### src/hw/rtl/imhq_pkg.sv
// ---------------------------------------------------------------------------
// imhq_pkg: shared types and constants of the indexed min-heap queue
// Holds the operation and status codes, widths and the sequencer state type.
// ---------------------------------------------------------------------------
package imhq_pkg;

   localparam int SymbolCount = 256;
   localparam int PriorityBits = 32;
   localparam int SymBits = $clog2(SymbolCount);
   localparam int CountBits = $clog2(SymbolCount + 1);

   typedef logic [SymBits-1:0] sym_type;
   typedef logic signed [PriorityBits-1:0] prio_type;
   typedef logic [CountBits-1:0] count_type;

   typedef enum logic [1:0] {
      OP_INSERT = 2'd0,
      OP_POP    = 2'd1,
      OP_CHANGE = 2'd2,
      OP_NONE   = 2'd3
   } op_type;

   typedef enum logic [1:0] {
      ST_OK      = 2'd0,
      ST_PRESENT = 2'd1,
      ST_ABSENT  = 2'd2,
      ST_EMPTY   = 2'd3
   } status_type;

   typedef enum logic [3:0] {
      S_IDLE,
      S_DECODE,
      S_LOOKUP,
      S_CHGRD,
      S_POPRD,
      S_UPRD,
      S_UPCMP,
      S_DNRD,
      S_DNRD2,
      S_DNCMP,
      S_ROOTRD,
      S_ROOTWT,
      S_RESULT
   } state_type;

endpackage

### src/hw/rtl/imhq_sym_table.sv
// ---------------------------------------------------------------------------
// imhq_sym_table: symbol-to-position table with present bits
// Position memory with registered read; present bits in flip-flops.
// ---------------------------------------------------------------------------
module imhq_sym_table
   import imhq_pkg::*;
(
   input  logic    clock,
   input  logic    reset,
   input  sym_type rd_sym,
   output sym_type rd_pos,
   input  logic    pos_we,
   input  sym_type pos_sym,
   input  sym_type pos_val,
   input  logic    pres_we,
   input  sym_type pres_sym,
   input  logic    pres_val,
   input  sym_type chk_sym,
   output logic    chk_present
);

   sym_type pos_mem [SymbolCount];
   sym_type rd_pos_ff;
   logic [SymbolCount-1:0] present_ff;

   always_ff @(posedge clock) begin
      if (pos_we) begin
         pos_mem[pos_sym] <= pos_val;
      end
      rd_pos_ff <= pos_mem[rd_sym];
   end

   always_ff @(posedge clock) begin
      if (reset) begin
         present_ff <= '0;
      end else if (pres_we) begin
         present_ff[pres_sym] <= pres_val;
      end
   end

   assign rd_pos = rd_pos_ff;
   assign chk_present = present_ff[chk_sym];

endmodule

### config.mk
export PLATFORM = sky130hd
export DESIGN_NAME = imhq_sym_table
export DESIGN_NICKNAME = d
export VERILOG_FILES = /design/src/hw/rtl/imhq_pkg.sv /design/src/hw/rtl/imhq_sym_table.sv
export SDC_FILE = /design/constraint.sdc
export NUM_CORES = 2
export LEC_CHECK = 0
export ABC_AREA = 1
export BUFFER_PORTS_ARGS = -buffer_cell sky130_fd_sc_hd__buf_2
export CORE_ASPECT_RATIO = 1.25
export CORE_UTILIZATION = 50
export DETAILED_ROUTE_END_ITERATION = 8
export PLACE_DENSITY = 0.65
export SYNTH_ARGS = -nofsm -noshare
export SYNTH_HDL_FRONTEND = slang
export SYNTH_SLANG_ARGS = --single-unit
### constraint.sdc
create_clock -name clock -period 2.2 [get_ports clock]
set_input_delay 0 -clock clock [delete_from_list [all_inputs] [get_ports clock]]
set_output_delay 0 -clock clock [all_outputs]
set_load 0.01 [all_outputs]
==> reports/qor.csv <==
stage,metric,value,unit
grt,grt_antenna_before_repair,15,
floorplanning,floorplan.initialDensity,50.3,%
critical_path,timing.critical_path.required,2.20,ns
cts,numCtsBuffers,217,
floorplanning,floorplan.io_pins,54,
critical_path,critPathCapture,chk_present,
grt,grt_first_pass_wirelength,417000,µm
floorplanning,design.die.area,193000,µm²
floorplanning,dieHeight,491,µm
critical_path,r2r.worst_path.cells,11,
detailed_routing,wl_per_cell,23.9,µm
logic_synthesis,synth.area.top_cells,"edfxtp_1, nand3_1, nand2_1, dfxtp_1, nor3_1",
critical_path,cp_peak_stage_delay,0.31,ns
finish,drive_above_1_share,12.0,%
cts,clk-insertion-delay-late,0.88,ns
placement,place_congestion,0.904,
floorplanning,row_count,179,
logic_synthesis,syn_avg_cell_area,10.9,µm²
detailed_routing,antenna_violating_nets_post_route,0,
pwr,power.density_cell_area,831,nW/µm²
logic_synthesis,synth_enable_flop_cells,2048,
timing,worst_clock_skew,0.0657,ns
critical_path,critical_path.cell_chain,"nand2_1, nand3_1, nand3_1, nand3_2, nand3_1, nand2_1, nand2_1, nand3_2, nand3_2, nand2_2, buf_6",
timing,fin_crit_sh,99.8,%
critical_path,cp_data_arrival_time,2.20,ns
logic_synthesis,postSynthCellCount,8829,
detailed_routing,dr.pass1.iters,8,
grt,overflow,0,
timing,timing.fmax,455,MHz
detailed_routing,initial_drc_count,8548,
placement,numPortBuffers,53,
detailed_routing,wire_length_after_detailed_routing,282000,µm
grt,via_count_of_the_first_global_routing_pass,66900,
critical_path,startpoint_of_the_lowest_slack_register_to_register_path,pos_mem[199][4]$_DFFE_PP_,
hold_path,worst_hold_path_type,input pin to flop,
logic_synthesis,synth.top_cells.by_count,"nand2_1, nand3_1, edfxtp_1",
cts,cts.sink_count,2312,
floorplanning,floorplan.die.width,394,µm
timing,worstMarginPinSlew,1.07,ns
timing,rsz0062_at_grt,yes,
cts,cts_tree,done,
logic_synthesis,post-synth-top-count-cell,nand2_1,
logic_synthesis,synth_sequential_area_ratio,69.7,%
detailed_routing,num_vias,70200,
logic_synthesis,netlist_area,95800,µm²
logic_synthesis,yosysWarningCount,0,
critical_path,setup.worst_path.start,present_ff[58]$_SDFFE_PP0P_,
critical_path,worst-setup-path-type,flop to output port,
logic_synthesis,synth.largest_area_cell,edfxtp_1,
placement,place_hpwl,167000,µm
logic_synthesis,yosys.cell_types.count,18,
timing,setup_viol,0,
critical_path,worst_setup_path_end_kind,output port,
detailed_routing,remaining_drc_errors,0,
grt,groute.usage.overall,28.4,%
detailed_routing,viasPerCell,5.96,
grt,grt_start_max_net_pins,152,
timing,slew_viol_final,0,
finish,fill_cells,15700,
finish,final_cells,11800,
pwr,max-vdd-ir-drop,0.722,mV
cts,clock_tree.htree_level_count,4,
critical_path,reg2reg_slack,0.03,ns
logic_synthesis,synth_nets,8874,
cts,clockBufferDepth,3,
finish,finalNetCount,9112,
critical_path,worst_r2r_endpoint,rd_pos[4]$_DFF_P_,
placement,placed_cells,11300,
critical_path,slowest_stage,dfxtp_1,
floorplanning,core_region_area,190000,µm²
timing,report.final.hold_viol_count,0,
logic_synthesis,yosys_most_used_dff,edfxtp_1,
run,drv_cap,0,
pwr,post-layout-total-power,91.4,mW
logic_synthesis,postSynthRegisterBits,2312,
finish,syn2layout_area_growth,14.9,%
pwr,pleak,38.5,nW
logic_synthesis,synth_top_area_share,64.2,%
critical_path,critPathLaunchType,flop,
cts,clk_pin_slew,0.07,ns
timing,timing.slew.headroom,28.6,%
logic_synthesis,postSynth.asyncResetShare,0,%
run_status,run_status,"complete, no violations",
timing,final_period_minus_worst_setup_slack,2.20,ns
cts,cts_root_buf,clkbuf_16,
critical_path,critPathMaxFanout,2,
[cell type report]
cell class / instances / area [µm²] / share of cell area, %
inverter: 99 / 419 / 0.381
timing repair buffer: 674 / 6630 / 6.02
clock inverter: 119 / 1220 / 1.11
antenna: 7 / 17.5 / 0.0159
tap: 2534 / 3170 / 2.88
multi-input combinational: 5763 / 26000 / 23.6
sequential: 2312 / 66900 / 60.7
clock buffer: 283 / 5790 / 5.26
[stage by stage]
| step | hold slack, ns | utilization [%] | setup TNS [ns] | setup WS (ns) | cell area, µm² |
|---|---|---|---|---|---|
| after global placement | 0.376 | 53.5 | -0.686 | -0.172 | 102000 |
| after CTS | 0.0143 | 57.5 | -0.0936 | -0.0553 | 110000 |
| after detailed placement | 0.372 | 53.5 | -0.717 | -0.149 | 102000 |
| final | 0.0907 | 57.8 | 0 | 0.00457 | 110000 |
| after global routing | 0.0553 | 57.8 | -0.289 | -0.104 | 110000 |
| after floorplan | 0.0989 | - | 0 | 0.709 | 95800 |
[metal layers]
layer / track usage, % / vias to the layer above / wire (µm)
met5: 0 / - / 72
met3: 4.69 / 807 / 25900
met2: 45.8 / 3675 / 134000
met1: 37.3 / 34100 / 106000
met4: 14.2 / 12 / 15000
li1: - / 31700 / -
[power breakdown]
group          total (mW)  leakage [nW]  switching [mW]  internal, mW
clock network        37.2          3.42            16.5          20.7
registers            47.8          20.6          0.0465          47.8
logic                6.34          14.6            4.60          1.74
total                91.4          38.5            21.2          70.3
[worst max-delay path, delay by kind of cell, from the launching register on]
family                 cells  cell delay [ns]
buffers and inverters      1             0.12
and+or+nand+nor           10             0.89
DFF                        1             0.31
[flip-flops by register name (all words and copies together) (netlist names)]
name        count
pos_mem      2048
present_ff    256
rd_pos          8
[what timing repair did]
item                                   in CTS  in global routing
setup endpoints to repair                   1                 47
setup buffers                               0                  5
resized for setup                          39                123
endpoints found under the hold margin    2465                  0
pin swaps                                  18                 53
hold buffers                               50                  0
[cell usage in the layout, fill, tap and decap left out, types with 7 or more instances in the layout]
cell	instances
edfxtp_1	2048
clkbuf_1	55
clkbuf_16	218
inv_1	89
dfxtp_2	57
buf_12	115
clkinvlp_4	7
bufinv_16	18
clkbuf_8	9
clkinv_1	38
nor2_1	312
nand3_1	2296
buf_4	457
o21ai_0	98
diode_2	7
nor3_1	310
a21oi_1	253
nand3_2	56
clkinv_2	40
nand2_1	2384
dfxtp_1	207
dlygate4sd3_1	49
buf_2	37
nand2_2	19
nor2_2	18
buf_8	11
nand3_4	12
[cell families after synthesis]
kind of cell | synth area share [%]
and+or+nand+nor | 24.7
DFF | 69.7
buffers and inverters | 3.71
AOI/OAI and AO/OA | 1.86
[worst min path at each step]
stage	startpoint	endpoint	slack (ns)	depth (start not counted)
4_1_cts	pos_sym[2]	pos_mem[145][7]$_DFFE_PP_	0.01	7
6_report	pos_val[5]	pos_mem[224][5]$_DFFE_PP_	0.09	2
3_3_place_gp	pos_val[5]	pos_mem[246][5]$_DFFE_PP_	0.38	1
2_1_floorplan	pos_val[0]	pos_mem[0][0]$_DFFE_PP_	0.1	0
5_1_grt	pos_val[5]	pos_mem[224][5]$_DFFE_PP_	0.06	2
3_5_place_dp	chk_sym[7]	chk_present	0.37	4
(Power assumes the default switching activity.)
